<file path="config.mk">
export PLATFORM = sky130hd
export DESIGN_NAME = ppr_out_buf_flat
export DESIGN_NICKNAME = d
export VERILOG_FILES = /design/src/hw/rtl/ppr_pkg.sv /design/src/hw/rtl/ppr_if.sv /design/src/hw/rtl/ppr_out_buf.sv /design/src/flat_wrapper.sv
export SDC_FILE = /design/constraint.sdc
export NUM_CORES = 1
export LEC_CHECK = 0
export ABC_AREA = 1
export BUFFER_PORTS_ARGS = -buffer_cell sky130_fd_sc_hd__buf_2
export CORE_MARGIN = 2
export CORE_UTILIZATION = 25
export DETAILED_ROUTE_END_ITERATION = 10
export PLACE_DENSITY = 0.61
export SLEW_MARGIN = 20
export SYNTH_ARGS = -nofsm -noshare
export SYNTH_HDL_FRONTEND = slang
export SYNTH_SLANG_ARGS = --single-unit
</file>
<file path="constraint.sdc">
create_clock -name clk -period 4.2 [get_ports clk]
set_input_delay 0.63 -clock clk [delete_from_list [all_inputs] [get_ports clk]]
set_output_delay 0.63 -clock clk [all_outputs]
set_load 0.02 [all_outputs]
</file>
<file path="src/hw/rtl/ppr_pkg.sv">
// Package for the per-port packet reorder buffer.
// Holds field widths, operation and status codes, sequencer states and the
// request and result item types. Depends on nothing.
package ppr_pkg;

	localparam int PORT_W   = 4;
	localparam int NUM_W    = 31;
	localparam int HANDLE_W = 16;
	localparam int BYTES_W  = 13;

	// Stream byte counts saturate at the largest value the field holds.
	localparam logic [BYTES_W-1:0] BYTES_MAX = 13'h1FFF;

	typedef enum logic {
		OP_RECEIVE = 1'b0,
		OP_DRAIN   = 1'b1
	} op_t;

	typedef enum logic [2:0] {
		STAT_ACCEPTED = 3'd0,
		STAT_STALE    = 3'd1,
		STAT_DUP      = 3'd2,
		STAT_FULL     = 3'd3,
		STAT_STREAM   = 3'd4
	} status_t;

	typedef enum logic [2:0] {
		ST_IDLE,
		ST_RD_PORT,
		ST_SCAN,
		ST_SCAN_END,
		ST_DECIDE,
		ST_EMIT
	} state_t;

	typedef struct packed {
		op_t                 op;
		logic [PORT_W-1:0]   port;
		logic [NUM_W-1:0]    packet_num;
		logic [HANDLE_W-1:0] payload_handle;
	} in_item_t;

	typedef struct packed {
		status_t             status;
		logic [PORT_W-1:0]   out_port;
		logic [NUM_W-1:0]    out_packet_num;
		logic [HANDLE_W-1:0] out_handle;
		logic                item_valid;
		logic                last;
		logic [BYTES_W-1:0]  stream_bytes;
	} out_item_t;

endpackage

</file>
<file path="src/hw/rtl/ppr_if.sv">


interface ppr_rsp_if;
	logic               valid;
	logic               ready;
	ppr_pkg::out_item_t data;

	modport source(output valid, output data, input ready);
	modport sink(input valid, input data, output ready);
endinterface

</file>
<file path="src/hw/rtl/ppr_out_buf.sv">
// One-entry output register between the sequencer and the result channel.
// Depends on ppr_pkg and the ppr_rsp_if interface.
module ppr_out_buf (
	input  logic               clk,
	input  logic               arst_n,
	input  logic               push_valid,
	output logic               push_ready,
	input  ppr_pkg::out_item_t push_data,
	ppr_rsp_if.source          rsp
);

	logic               full_q;
	ppr_pkg::out_item_t data_q;

	// A new result may enter in the same cycle the held one leaves.
	assign push_ready = !full_q || rsp.ready;
	assign rsp.valid  = full_q;
	assign rsp.data   = data_q;

	always_ff @(posedge clk or negedge arst_n) begin
		if (!arst_n) begin
			full_q <= 1'b0;
		end else if (push_valid && push_ready) begin
			full_q <= 1'b1;
		end else if (rsp.ready) begin
			full_q <= 1'b0;
		end
	end

	always_ff @(posedge clk) begin
		if (push_valid && push_ready) begin
			data_q <= push_data;
		end
	end

endmodule

</file>
<file path="src/flat_wrapper.sv">
// flat-port wrapper written by rule: the top's interface ports become plain ports
module ppr_out_buf_flat 
  (clk, arst_n, push_valid, push_ready, push_data, rsp_valid, rsp_data, rsp_ready);
  ppr_rsp_if rsp_i ();
  input  logic clk;
  input  logic arst_n;
  input  logic push_valid;
  output logic push_ready;
  input  ppr_pkg::out_item_t push_data;
  output wire logic [$bits(rsp_i.valid)-1:0] rsp_valid;
  output wire logic [$bits(rsp_i.data)-1:0] rsp_data;
  input wire logic [$bits(rsp_i.ready)-1:0] rsp_ready;
  assign rsp_valid = rsp_i.valid;
  assign rsp_data = rsp_i.data;
  assign rsp_i.ready = rsp_ready;
  ppr_out_buf u_core (.clk(clk), .arst_n(arst_n), .push_valid(push_valid), .push_ready(push_ready), .push_data(push_data), .rsp(rsp_i));
endmodule
</file>
== Word-level counts from Yosys, hierarchy flattened ==
Cells that the tools add are included.
Storage, ports and cells
  flip-flop bits (word level): 70
  bits in latches: 0
  memory bits (writable): 0
  memory bits (read-only): 0
  input port bits: 73
  output and inout bits: 71
  logic and storage cells: 14
  memories kept: 0
Operators by class
  add/sub/neg operators: 0
  $mul: 0
  div/mod/pow operators: 0
  order comparisons: 0
  equal/unequal tests: 0
  shift operators: 0
  mux-type cells: 2
  bitwise logic cells: 0
  reduce and logical (&&, ||, !) cells: 4
Operator list (count)
  two-way mux 1 bit: 2
  nonzero test 2 bit: 1
  logical AND 1 bit: 1
  zero test 1 bit: 1
  logical OR 1 bit: 1

== Longest topological paths before layout ==
  depth in word-level cells: 4
  gate-level depth with buffers: 3
  depth with buffers taken out: 3

== Least setup slack after synthesis ==
No wires, ideal clock.
  kind: input -> register
  start point: in push_valid
  end point: reg u_core.data_q, in the netlist u_core.rsp.data[0], enable pin
  setup time: 0.519 ns
  arrival: 4.017 ns
  required time: 3.681 ns
  path slack: -0.336 ns
  cell stages on the path: 2
  buffers on the path: 0
  cells stage by stage: inv_1 a21oi_1
Between the ends
  longest elaborated chain between the ends: 1
Ends and longest elaborated chain
  start, declared: line flat_wrapper.sv:7  | input logic push_valid;
  logical AND 1 bit: line ppr_out_buf.sv:31  | if (push_valid && push_ready) begin
  end signal, assigned: line ppr_out_buf.sv:32  | data_q <= push_data;
  end, declared: line ppr_out_buf.sv:13  | ppr_pkg::out_item_t data_q;
No other way between the ends.
A chain may end at the register's enable or synchronous reset.

== Worst setup path in the final report ==
  start point: in rsp_ready
  end point: out push_ready
Between the ends
  longest elaborated chain between the ends: 1
Ends and longest elaborated chain
  start, declared: line flat_wrapper.sv:12  | input wire logic [$bits(rsp_i.ready)-1:0] rsp_ready;
  logical OR 1 bit: line ppr_out_buf.sv:16  | assign push_ready = !full_q || rsp.ready;
  end, declared: line flat_wrapper.sv:8  | output logic push_ready;
No other way between the ends.

==> load_flow_metrics.sql <==
INSERT INTO impl_metrics (metric_group, metric, value, unit) VALUES
('run_status', 'outcome', 'finished clean', ''),
('global_route', 'grt_max_degree', '27', ''),
('floorplanning', 'starting_density_of_the_core', '25.8', '%'),
('global_route', 'number_of_global_route_vias_before_repair', '1282', ''),
('critical_path', 'path_depth', '4', ''),
('floorplanning', 'io_pins', '144', ''),
('floorplanning', 'die_height', '96.0', 'um'),
('routing', 'wl', '4750', 'um'),
('global_route', 'globalRouteOverflowTotal', '0', ''),
('final_layout', 'layout_common_cells', 'sky130_fd_sc_hd__buf_2, sky130_fd_sc_hd__edfxtp_1, sky130_fd_sc_hd__clkbuf_8', ''),
('clocking', 'source_to_sink_clock_delay_at_the_later_pin_of_the_worst_skew_pair', '0.33', 'ns'),
('clocking', 'cts_made_buffers', '9', ''),
('routing', 'drt_iter0_drc', '38', ''),
('critical_path', 'reg2reg_to', 'u_core.rsp.data[28]$_DFFE_PP_', ''),
('critical_path', 'crit_required', '3.57', 'ns'),
('critical_path', 'cp.buffers_inverters', '3', ''),
('synthesis', 'yosysSeqAreaShare', '99.1', '%'),
('floorplanning', 'fp.coreArea', '8220', 'um2'),
('sta', 'report.final.slew_viol_count', '0', ''),
('pwr', 'ir_drop', '189', 'uV'),
('clocking', 'postCtsResizedCells', '0', ''),
('clocking', 'cts.path.max_buffers', '2', ''),
('sta', 'timing.final.crit_period', '1.69', 'ns'),
('sta', 'timing.clock.skew', '0.0107', 'ns'),
('clocking', 'htreeDepth', '3', ''),
('placed_design', 'dpl.cell_count', '326', ''),
('critical_path', 'wp_data_arrival', '1.06', 'ns'),
('sta', 'setup_tns', '0', 'ns'),
('clocking', 'tritoncts', 'built', ''),
('clocking', 'clock_sinks', '70', ''),
('sta', 'grt_setup_unrepaired', 'no', ''),
('sta', 'maxClockFrequency', '591', 'MHz'),
('critical_path', 'critPathMaxStageDelay', '0.16', 'ns'),
('critical_path', 'critPathSlowestCell', 'sky130_fd_sc_hd__buf_2', ''),
('critical_path', 'crit_top_cell', 'sky130_fd_sc_hd__buf_2', ''),
('job', 'cap_viol_max_count', '0', ''),
('critical_path', 'endpoint', 'push_ready', ''),
('critical_path', 'critical_path_class', 'primary input to output pin', ''),
('synthesis', 'yosys_warnings', '0', ''),
('routing', 'vias_per_cell', '3.82', ''),
('pwr', 'powerDensity', '490', 'nW/um2'),
('routing', 'detail_route.drc_violations', '0', ''),
('critical_path', 'setup.worst_path.end_class', 'output pin', ''),
('global_route', 'antenna_found_initial', '1', ''),
('final_layout', 'stdcell_count', '342', ''),
('sta', 'relSlewSlack', '63.9', '%'),
('critical_path', 'start_kind', 'primary input', ''),
('sta', 'worst-slew-pin-transition', '0.540', 'ns'),
('floorplanning', 'die-area', '9220', 'um2'),
('synthesis', 'synthesis.area', '2120', 'um2'),
('clocking', 'post-cts-setup-buffers', '0', ''),
('final_layout', 'final_layout_size_suffix_gt1_share', '67.9', '%'),
('routing', 'routed-via-count', '1306', ''),
('sta', 'report.final.hold_viol_count', '0', ''),
('synthesis', 'ys_types', '5', ''),
('synthesis', 'post_synth.cell_area_avg', '28.2', 'um2'),
('pwr', 'post-layout-total-power', '1600', 'uW'),
('final_layout', 'antennaDiodeCount', '0', ''),
('critical_path', 'reg2reg_setup_slack', '2.62', 'ns'),
('final_layout', 'mostFrequentLayoutCell', 'sky130_fd_sc_hd__buf_2', ''),
('clocking', 'clkTransAtPathRegs', '0.08', 'ns'),
('global_route', 'all_layer_gr_usage', '10.4', '%'),
('critical_path', 'critical_path.max_fanout', '2', ''),
('synthesis', 'ys_seq_elements', '70', ''),
('clocking', 'clk_root_buffer_cell', 'sky130_fd_sc_hd__clkbuf_8', ''),
('final_layout', 'area.growth.synth_to_final', '53.7', '%'),
('placed_design', 'half_perimeter_wire_length_of_the_detailed_placement_result', '3780', 'um'),
('sta', 'timing.final.setup_violations', '0', ''),
('sta', 'final.period_utilization', '40.3', '%'),
('global_route', 'grt_pass1_wl', '6580', 'um'),
('final_layout', 'net_count_reported_at_finish', '305', '');
-- layout make-up --
cell class,count,area (um2)
tap,105,131
clock inverter,7,113
clock buffer,9,124
inverter,2,7.51
timing repair buffer,146,758
multi-input combinational,3,23.8
sequential,70,2100
fill,779,4960
-- report_power, final --
group / total [uW] / internal [uW] / switching [uW]
Clock: 632 / 390 / 241
Sequential: 822 / 813 / 9.03
Combinational: 142 / 53.0 / 89.4
-- worst register-to-register path: cells and delay by family, from the launching register on --
kind	cells	cell delay, ns
AO/OA/AOI/OAI	1	0.49
flip-flops	1	0.42
buffers and inverters	1	0.35
-- cell usage after synthesis (all sizes together) --
library cell,count,area share [%]
nand2,2,0.35
a21oi,1,0.24
edfxtp,69,98
dfrtp,1,1.2
inv,2,0.35
-- registers in the layout, summed over array words and instances, names as in the netlist --
name,flops
u_core.rsp.valid,1
u_core.rsp.data,69
-- layer usage --
| layer | global-route usage, % | up-vias | share of wire (%) | routed length, um |
|---|---|---|---|---|
| li1 | - | 612 | - | - |
| met1 | 12.4 | 604 | 40 | 1880 |
| met2 | 14.9 | 82 | 47 | 2220 |
| met3 | 4.78 | 8 | 12 | 556 |
| met4 | 7.14 | 0 | 2.0 | 96 |
| met5 | 0 | - | 0 | 0 |
-- worst min-delay path by stage --
stage                                   end  slack (ns)  cells after the start    from
2_1_floorplan  u_core.rsp.valid$_DFFE_PN0P_        0.33                      0  arst_n
3_3_place_gp   u_core.rsp.valid$_DFFE_PN0P_        0.41                      1  arst_n
3_5_place_dp   u_core.rsp.valid$_DFFE_PN0P_        0.41                      1  arst_n
4_1_cts        u_core.rsp.valid$_DFFE_PN0P_        0.03                      1  arst_n
5_1_grt        u_core.rsp.valid$_DFFE_PN0P_        0.03                      1  arst_n
6_report       u_core.rsp.valid$_DFFE_PN0P_        0.05                      1  arst_n
-- per-stage QoR --
stage               instance area (um2)  hold WS [ns]  utilization (%)  setup WS, ns
floorplan                          2120         0.334                -          1.07
global placement                   2990         0.405             36.4          1.77
detailed placement                 3020         0.409             36.7          2.26
CTS                                3250        0.0304             39.6          2.51
global route                       3250        0.0264             39.6          2.48
finish                             3250        0.0539             39.6          2.51
-- cell families after synthesis --
family	after synthesis	share of synthesized area, %
DFF	70	99.1
AOI/OAI and AO/OA	1	0.236
and+or+nand+nor	2	0.355
buffers and inverters	2	0.355
Note: power is estimated with default switching activity, not from simulation.
