`config.mk`:
```
export PLATFORM = sky130hd
export DESIGN_NAME = ppr_ram
export DESIGN_NICKNAME = d
export VERILOG_FILES = /design/src/hw/rtl/ppr_ram.sv
export SDC_FILE = /design/constraint.sdc
export NUM_CORES = 1
export LEC_CHECK = 0
export BUFFER_PORTS_ARGS = -buffer_cell sky130_fd_sc_hd__buf_4
export CAP_MARGIN = 30
export CORE_MARGIN = 5
export CORE_UTILIZATION = 28
export DETAILED_ROUTE_END_ITERATION = 12
export RECOVER_POWER = 50
export SYNTH_ARGS = -nofsm -noshare
export SYNTH_HDL_FRONTEND = slang
export SYNTH_SLANG_ARGS = --single-unit
```
`constraint.sdc`:
```
create_clock -name clk -period 4.7 [get_ports clk]
set_input_delay 0.235 -clock clk [delete_from_list [all_inputs] [get_ports clk]]
set_output_delay 0.235 -clock clk [all_outputs]
set_load 0.1 [all_outputs]
```
`src/hw/rtl/ppr_ram.sv`:
```
// Generic single-write, single-read synchronous RAM with registered read data.
// No dependencies.
module ppr_ram #(
	parameter int WIDTH = 8,
	parameter int DEPTH = 16
) (
	input  logic                     clk,
	input  logic                     we,
	input  logic [$clog2(DEPTH)-1:0] waddr,
	input  logic [WIDTH-1:0]         wdata,
	input  logic [$clog2(DEPTH)-1:0] raddr,
	output logic [WIDTH-1:0]         rdata
);

	logic [WIDTH-1:0] mem [DEPTH];

	always_ff @(posedge clk) begin
		if (we) begin
			mem[waddr] <= wdata;
		end
		rdata <= mem[raddr];
	end

endmodule

```
-- Word-level counts from Yosys, hierarchy flattened
Memory sizes are Yosys's and may differ from the RTL's. A register that Yosys moved wholly into a read port is not among the register bits.
Index checks and enable logic that the tools add are counted.
- order comparisons: 0
- bitwise logic cells: 0
- reduce and logical (&&, ||, !) cells: 0
- multiplexer cells: 2
- equality and inequality tests: 0
- divide/modulo/power cells: 0
- $mul: 0
- $add $sub $neg: 0
- shifts and indexed selects: 0
- operator list (operator ; count):
    1-bit two-way mux ; 2
- memory bits (read-only): 0
- memories kept: 1
- bits in latches: 0
- input port bits: 18
- flip-flop bits (word level): 0
- RAM bits: 128
- output and inout port bits: 8
- word-level logic and storage cells: 3
- memory list (memory ; depth ; bits a word ; read ports ; clocked after memory_dff ; wr ports ; line ; RTL):
    mem ; 16 ; 8 ; 1 ; 1 ; 1 ; 15 ; logic [WIDTH-1:0] mem [DEPTH];

-- Depth between registers and ports, before layout
Gate-level depths: netlist (run 1).
- depth in word-level cells: 2
- depth in mapped cells: 5
- mapped depth without buffers: 3

-- Worst setup path after synthesis (run 1)
Ideal clock, no wire load.
- path type: input -> register
- start point: input port waddr[2]
- end point: memory mem[0][0], enable pin
- setup slack: 2972 ps
- arrival: 1345 ps
- setup time: 383 ps
- buffers on the path: 0
- required time: 4317 ps
- stages on the path: 2
- cells stage by stage: or3b_2 nor3_1
- RTL lines (item ; line ; RTL):
    start, declared ; 9 ; input logic [$clog2(DEPTH)-1:0] waddr,
    end, declared ; 15 ;
No word-level cell before the write port.

-- Worst setup path in the final report (run 1)
- start point: input port we
- end point: memory mem[2][6], enable pin
- cells in the longest elaborated chain, start to end: 2
- RTL lines (item ; line ; RTL):
    start, declared ; 8 ; input logic we,
    1-bit two-way mux ; 18 ; if (we) begin
    1-bit two-way mux (implied by the code) ; 19 ; mem[waddr] <= wdata;
No other way between the ends.

==> metrics.md, run 1 <==
| Metric | Value |
|---|---|
| Count of buffers inserted at the top-level ports | `25` |
| Max clock buf depth | `2` |
| CP Data Arrival Time | `1.53 ns` |
| Global-route wire length before repair | `15.81 mm` |
| YS warnings | `0` |
| Most used flip-flop cell after synthesis | `edfxtp_1` |
| Gates resized, CTS repair | `0` |
| Fillers | `1714` |
| Fin crit share | `0.3170` |
| Hold slack | `0.1778 ns` |
| Clk Latency, worst-skew pair | `0.41 ns` |
| Setup crit end | `mem[2][6]` |
| Postcts setup bufs | `0` |
| HP Class | `in -> reg` |
| Finished Core Util | `0.3417` |
| Number of synthesized register bits | `136` |
| CTS buffer count | `17` |
| R2R Path End | `rdata[6]` |
| Syn_area_per_cell | `22.48 sq um` |
| Die height | `145.6 um` |
| WP data required | `4.74 ns` |
| Overall Global Routing Usage | `0.1013` |
| R2R depth | `3` |
| CTS tree | `yes` |
| Residual DRC count | `0` |
| Die area | `0.02120 sq mm` |
| Layout net count | `285` |
| Diode count | `0` |
| Static Leak | `1.998 nW` |
| Initial core utilization | `0.2856` |
| RSZ-0062 raised after global routing | `no` |
| Post-synth cell types | `19` |
| Setup-failing EPs final | `0` |
| Fin. max-slew vios | `0` |
| Synthesized Nets | `247` |
| Post-DR vias/cell | `4.632` |
| FFs w/ async S/R, synth | `0` |
| Final wirelength | `10.35 mm` |
| Area of the mapped netlist | `0.005147 sq mm` |
| Clock root cell | `clkbuf_16` |
| CTS H-Tree Depth | `4` |
| Max Freq | `0.6712 GHz` |
| Antenna viol nets, final | `0` |
| Wire per inst | `20.37 um` |
| Slew Limit Headroom | `0.3698` |
| Worst r2r src | `mem[0][6]` |
| IO Count | `26` |
| Number of flops mapped to enable cells by yosys | `128` |
| Setup crit start | `we` |
| Post-Syn Instances | `229` |
| Hpwl dp | `6.660 mm` |
| Hold_sp | `waddr[0]` |
| Nature of the critical path startpoint | `input pin` |
| CTS sink cnt | `136` |
| Sequential element share of the synthesized area | `0.7778` |
| Iter 0 DRT Violations | `183` |
| Endpoints failing hold | `0` |
| MaxCap Viol Count | `0` |
| Synth-to-Final Area Change | `19.64%` |
| Fin crit period | `1.490 ns` |
| Worst setup EP type | `flip-flop` |
| Routed vias | `2353` |
| Hold-fix buffers at CTS | `0` |
| Max FO, Critical Path | `8` |
| Routability Congestion | `0.7329` |
| Initial antenna violation count | `0` |
| R2R Setup Slk | `3.33 ns` |
| Largest net degree at the start of global routing | `33` |
| Clk pin slew, worst setup/hold paths | `0.06 ns` |
| Die X | `145.6 um` |
| Grt total ovfl | `0` |
| Worst clock skew | `0.008766 ns` |
| Worst-Margin Slew | `0.9418 ns` |
| Vias in the first global route | `2571` |
| VDD IR max | `254.1 uV` |
| Status | `finished clean` |
| Setup TNS | `0 ns` |
| Core region area | `0.01802 sq mm` |
| Share of layout cells above drive strength 1 | `0.2401` |
| Pwr dens | `481.8 mW/mm^2` |
| FP Rows | `49` |
| TritonRoute pass-1 iters | `4` |
| Crit path kind | `in -> reg` |
==> metrics by stage <==
stage,area (sq um),worst slack [ns],power [mW],cells
5_1_grt,6158,3.118,3.065,508
3_5_place_dp,5563,2.757,1.582,477
6_report,6158,3.210,2.967,508
4_1_cts,6196,3.195,3.000,508
3_3_place_gp,5558,2.622,1.578,476
2_1_floorplan,5147,2.972,1.515,229
==> power breakdown <==
group / internal, mW / total, mW / leakage [nW] / switching (mW)
Sequential: 1.36 / 1.37 / 1.22 / 0.00805
Clock: 0.935 / 1.42 / 0.299 / 0.482
Combinational: 0.0540 / 0.186 / 0.475 / 0.132
Total: 2.35 / 2.97 / 2.00 / 0.621
==> how the worst min path moves through the flow <==
stage,depth (start not counted),endpoint
3_5_place_dp,1,mem[2][5]
4_1_cts,1,mem[2][5]
2_1_floorplan,0,mem[0][0]
6_report,2,mem[0][7]
3_3_place_gp,1,mem[14][7]
5_1_grt,2,mem[0][7]
==> layout by cell type (no fill, tap or decap) <==
master / n
nor3_1: 4
nand2b_1: 2
clkinv_2: 2
nor2_1: 13
mux4_2: 18
bufinv_16: 5
and2_1: 1
clkbuf_16: 17
clkinv_1: 1
buf_2: 1
clkinvlp_4: 3
clkinv_4: 2
nor2b_1: 1
clkbuf_1: 11
buf_4: 18
nand2_1: 9
a22oi_1: 16
edfxtp_1: 128
or3b_2: 1
nand3b_1: 2
and2b_1: 1
dfxtp_1: 8
nand3_1: 1
mux4_1: 14
==> layer usage <==
metal | share of wire | GRT usage | wire [um] | vias up
li1 | - | - | - | 1046
met1 | 0.48 | 0.1454 | 4974 | 1225
met2 | 0.45 | 0.1421 | 4655 | 73
met3 | 0.058 | 0.03768 | 600 | 9
met4 | 0.012 | 0.03358 | 120 | 0
met5 | 0 | 0 | 0 | -
==> area by class of cell <==
cell class	instances	area, sq um	area share
Clock buffer	18	429.2	0.06969
Timing Repair Buffer	29	177.7	0.02885
Sequential cell	136	4004	0.6501
Multi-Input combinational cell	83	1057	0.1717
Clock inverter	13	203.9	0.03312
Tap cell	229	286.5	0.04653
==> critical path: stages <==
cell and delay (ns):
clkbuf_1 0.14, or3b_2 0.51, nor2_1 0.65
==> synthesized netlist by cell type, types with 2 or more instances <==
| cell | instances | area, sq um |
|---|---|---|
| a22oi_1 | 16 | 120.1 |
| buf_2 | 3 | 15.01 |
| buf_6 | 3 | 33.78 |
| clkdlybuf4s25_2 | 3 | 30.03 |
| dfxtp_1 | 8 | 160.2 |
| edfxtp_1 | 128 | 3844 |
| mux4_1 | 14 | 367.9 |
| mux4_2 | 18 | 405.4 |
| nand2_1 | 9 | 33.78 |
| nand2b_1 | 2 | 12.51 |
| nand3b_1 | 2 | 15.01 |
| nor2_1 | 13 | 48.80 |
| nor3_1 | 4 | 20.02 |
==> cells by family (layout without fill, tap and decap cells) <==
logic type             Yosys count  count (layout)  share of synthesized area
buffers and inverters           10              60                    0.01677
flip-flops                     136             136                     0.7778
AND/OR/NAND/NOR                 35              35                    0.03184
AO/OA/AOI/OAI                   16              16                    0.02334
multiplexers                    32              32                     0.1502
==> registers in the layout, indices dropped and copies added (netlist names) <==
signal,count
mem,128
rdata,8
(Power assumes the default switching activity.)
==> inputs of run 2 (changes only) <==
==> constraint.sdc (replaced) <==
create_clock -name clk -period 1.4 [get_ports clk]
set_input_delay 0.07 -clock clk [delete_from_list [all_inputs] [get_ports clk]]
set_output_delay 0.07 -clock clk [all_outputs]
set_load 0.1 [all_outputs]
==> run 2 against run 1 <==
Effect of this change:
- global-route usage about the same
- count of clock-buffer cells in the layout unchanged
- critical path depth did not move
- clock skew fell by 0.0017 ns
- combinational power increased to 3.7 times the previous value
- final cell count is 6.1% higher
- non-clock buffer count is 30 higher
- critical endpoint is now rdata[4]
- largest cell class unchanged
==> metrics.md, run 2 (same netlist as run 1, synthesis figures left out) <==
| Metric | Value |
|---|---|
| HP Class | `in -> reg` |
| Die area | `0.02120 sq mm (unchanged)` |
| Setup-failing EPs final | `0 (unchanged)` |
| Sw Pwr | `2.211 mW (+260%)` |
| Antenna viol nets, final | `0 (unchanged)` |
| Top reg by flops | `mem` |
| CTS tree | `yes` |
| Synth-to-Final Area Change | `24.14%` |
| WP data required | `1.68 ns (-3.06 ns)` |
| Clock root cell | `clkbuf_16` |
| Max Freq | `0.7439 GHz` |
| Nature of the critical path startpoint | `flip-flop` |
| Count of buffers inserted at the top-level ports | `25 (unchanged)` |
| Worst-Margin Slew | `0.9034 ns (-0.03839 ns)` |
| Sequential power share | `0.483 (+0.023)` |
| Endpoints failing hold | `0 (unchanged)` |
| Max FO, Critical Path | `1 (-7)` |
| Share of layout cells above drive strength 1 | `0.2871 (+0.04695)` |
| Worst setup EP type | `flip-flop` |
| Worst path max stage delay | `0.46 ns (-0.19 ns)` |
| Crit-path cells | `mux4_2 -> a22oi_1 -> nand2_1` |
| Fin crit period | `1.344 ns` |
| CP Data Arrival Time | `1.63 ns (+0.10 ns)` |
| Final wirelength | `10.35 mm (unchanged)` |
| Combinational share of power | `0.072 (+0.009)` |
| Core region area | `0.01802 sq mm (unchanged)` |
| Crit path kind | `reg -> reg` |
| Diode count | `0 (unchanged)` |
| Switch share | `0.2331 (+0.02372)` |
| Biggest regs | `mem (128), rdata (8)` |
| Fillers | `1707 (-0.41%)` |
| Layout net count | `315 (+11%)` |
| Worst clock skew | `0.007020 ns (-0.001747 ns)` |
| MaxCap Viol Count | `0 (unchanged)` |
| IO Count | `26 (unchanged)` |
| Largest register FFs | `128 (unchanged)` |
| Critical path's top delay family | `multiplexers` |
| Wire per inst | `19.20 um (-5.8%)` |
| Static Leak | `2.109 nW (+5.5%)` |
| CP bufs+invs | `0 (-1)` |
| Worst path slowest cell | `mux4_2` |
| Clk Latency, worst-skew pair | `0.41 ns (about the same)` |
| Initial antenna violation count | `0 (unchanged)` |
| Slew Limit Headroom | `0.3965 (+0.02668)` |
| Count of non-filler cells in the finished layout | `539 (+6.1%)` |
| Highest-count cells in the layout ignoring fill and taps | `128 x edfxtp_1, 31 x buf_4, 18 x mux4_2, 17 x clkbuf_16, 17 x clkbuf_1` |
| Clk pin slew, worst setup/hold paths | `0.06 ns (about the same)` |
| Global-route wire length before repair | `15.95 mm (+0.83%)` |
| Commonest non-fill, non-tap cell in the layout | `edfxtp_1` |
| Iter 0 DRT Violations | `222 (+21%)` |
| Pwr dens | `1484 mW/mm^2 (+210%)` |
| Largest net degree at the start of global routing | `17 (-48%)` |
| Total Power | `9.485 mW (+220%)` |
| Die X | `145.6 um (unchanged)` |
| Vias in the first global route | `2604 (+1.3%)` |
| CTS buffer count | `17 (unchanged)` |
| Max clock buf depth | `2 (unchanged)` |
| Placed Instances | `499 (+4.6%)` |
| Initial core utilization | `0.2856 (unchanged)` |
| CTS sink cnt | `136 (unchanged)` |
| Die height | `145.6 um (unchanged)` |
| Routability Congestion | `0.7912 (+8.0%)` |
| Post-DR vias/cell | `4.635 (about the same)` |
| Fin. max-slew vios | `0 (unchanged)` |
| Routed vias | `2498 (+6.2%)` |
| Grt total ovfl | `0 (unchanged)` |
| Internal power | `7.274 mW (+210%)` |
| CTS H-Tree Depth | `4 (unchanged)` |
| VDD IR max | `859.9 uV (+240%)` |
| Overall Global Routing Usage | `0.1018 (+0.0004649)` |
| Fin crit share | `0.9602` |
| Clock share of power | `0.445 (-0.032)` |
| Hpwl dp | `6.797 mm (+2.1%)` |
| FP Rows | `49 (unchanged)` |
| RSZ-0062 raised after global routing | `no` |
| TritonRoute pass-1 iters | `4 (unchanged)` |
| Residual DRC count | `0 (unchanged)` |
| Status | `finished clean` |
-- run 2: cell count changes in the layout (fill, tap and decap cells not counted), sizes merged --
cell         change
buf             +16
dlygate4sd3      +8
clkbuf           +6
inv              +6
bufinv           -4
clkinv           -1
-- run 2: cell type report --
type	count	area, sq um	share of cell area
multi-input combinational	83	1077	0.1686
tap	229	286.5	0.04484
timing repair buffer	59	452.9	0.07088
clock buffer	18	429.2	0.06716
sequential	136	4004	0.6266
clock inverter	14	140.1	0.02193
-- run 2: final timing paths --
| check | end | cells past startpoint | slack, ns | start |
|---|---|---|---|---|
| max | rdata[4] | 3 | 0.06 | mem[2][4] |
| min | mem[0][0] | 3 | 0.18 | waddr[1] |
| max reg2reg | rdata[4] | 3 | 0.06 | mem[2][4] |
| min reg2reg | rdata[4] | 3 | 0.68 | mem[14][4] |
-- run 2: tightest hold or removal path, delay by kind of cell --
family / cells / cell delay (ns)
buf+inv: 2 / 0.30
simple gates: 1 / 0.05
-- run 2: power groups by stage --
stage / Combinational (mW) / Clock [mW] / Sequential (mW)
2_1_floorplan: 0.231 / 0 / 4.85
3_3_place_gp: 0.667 / 0 / 4.67
3_5_place_dp: 0.678 / 0 / 4.67
4_1_cts: 0.699 / 4.30 / 4.59
5_1_grt: 0.727 / 4.53 / 4.59
6_report: 0.679 / 4.22 / 4.59
-- run 2: per-stage QoR --
step	util	setup slack, ns	hold WS (ns)	setup TNS [ns]	cell area, sq um
floorplan	-	0.06385	0.1689	0	5152
global placement	0.3210	-0.1129	0.3675	-0.2604	5786
detailed placement	0.3210	-0.1261	0.3886	-0.3446	5786
CTS	0.3570	0.01629	0.1644	0	6435
global route	0.3545	0.01153	0.1745	0	6390
finish	0.3545	0.05573	0.1827	0	6390
-- run 2: per-layer routing --
| layer | share of wire | vias to the layer above | global-route usage | wire [um] |
|---|---|---|---|---|
| li1 | - | 1116 | - | - |
| met3 | 0.059 | 9 | 0.03550 | 610 |
| met5 | 0 | - | 0 | 0 |
| met2 | 0.47 | 72 | 0.1522 | 4855 |
| met4 | 0.0077 | 0 | 0.02799 | 80 |
| met1 | 0.46 | 1301 | 0.1417 | 4802 |
-- run 2: what timing repair did --
action | CTS | global route
setup endpoints to repair | 0 | 3
setup buffers | 0 | 0
hold endpoints to repair | 128 | 0
hold buffers | 8 | 0
resized for setup | 0 | 3
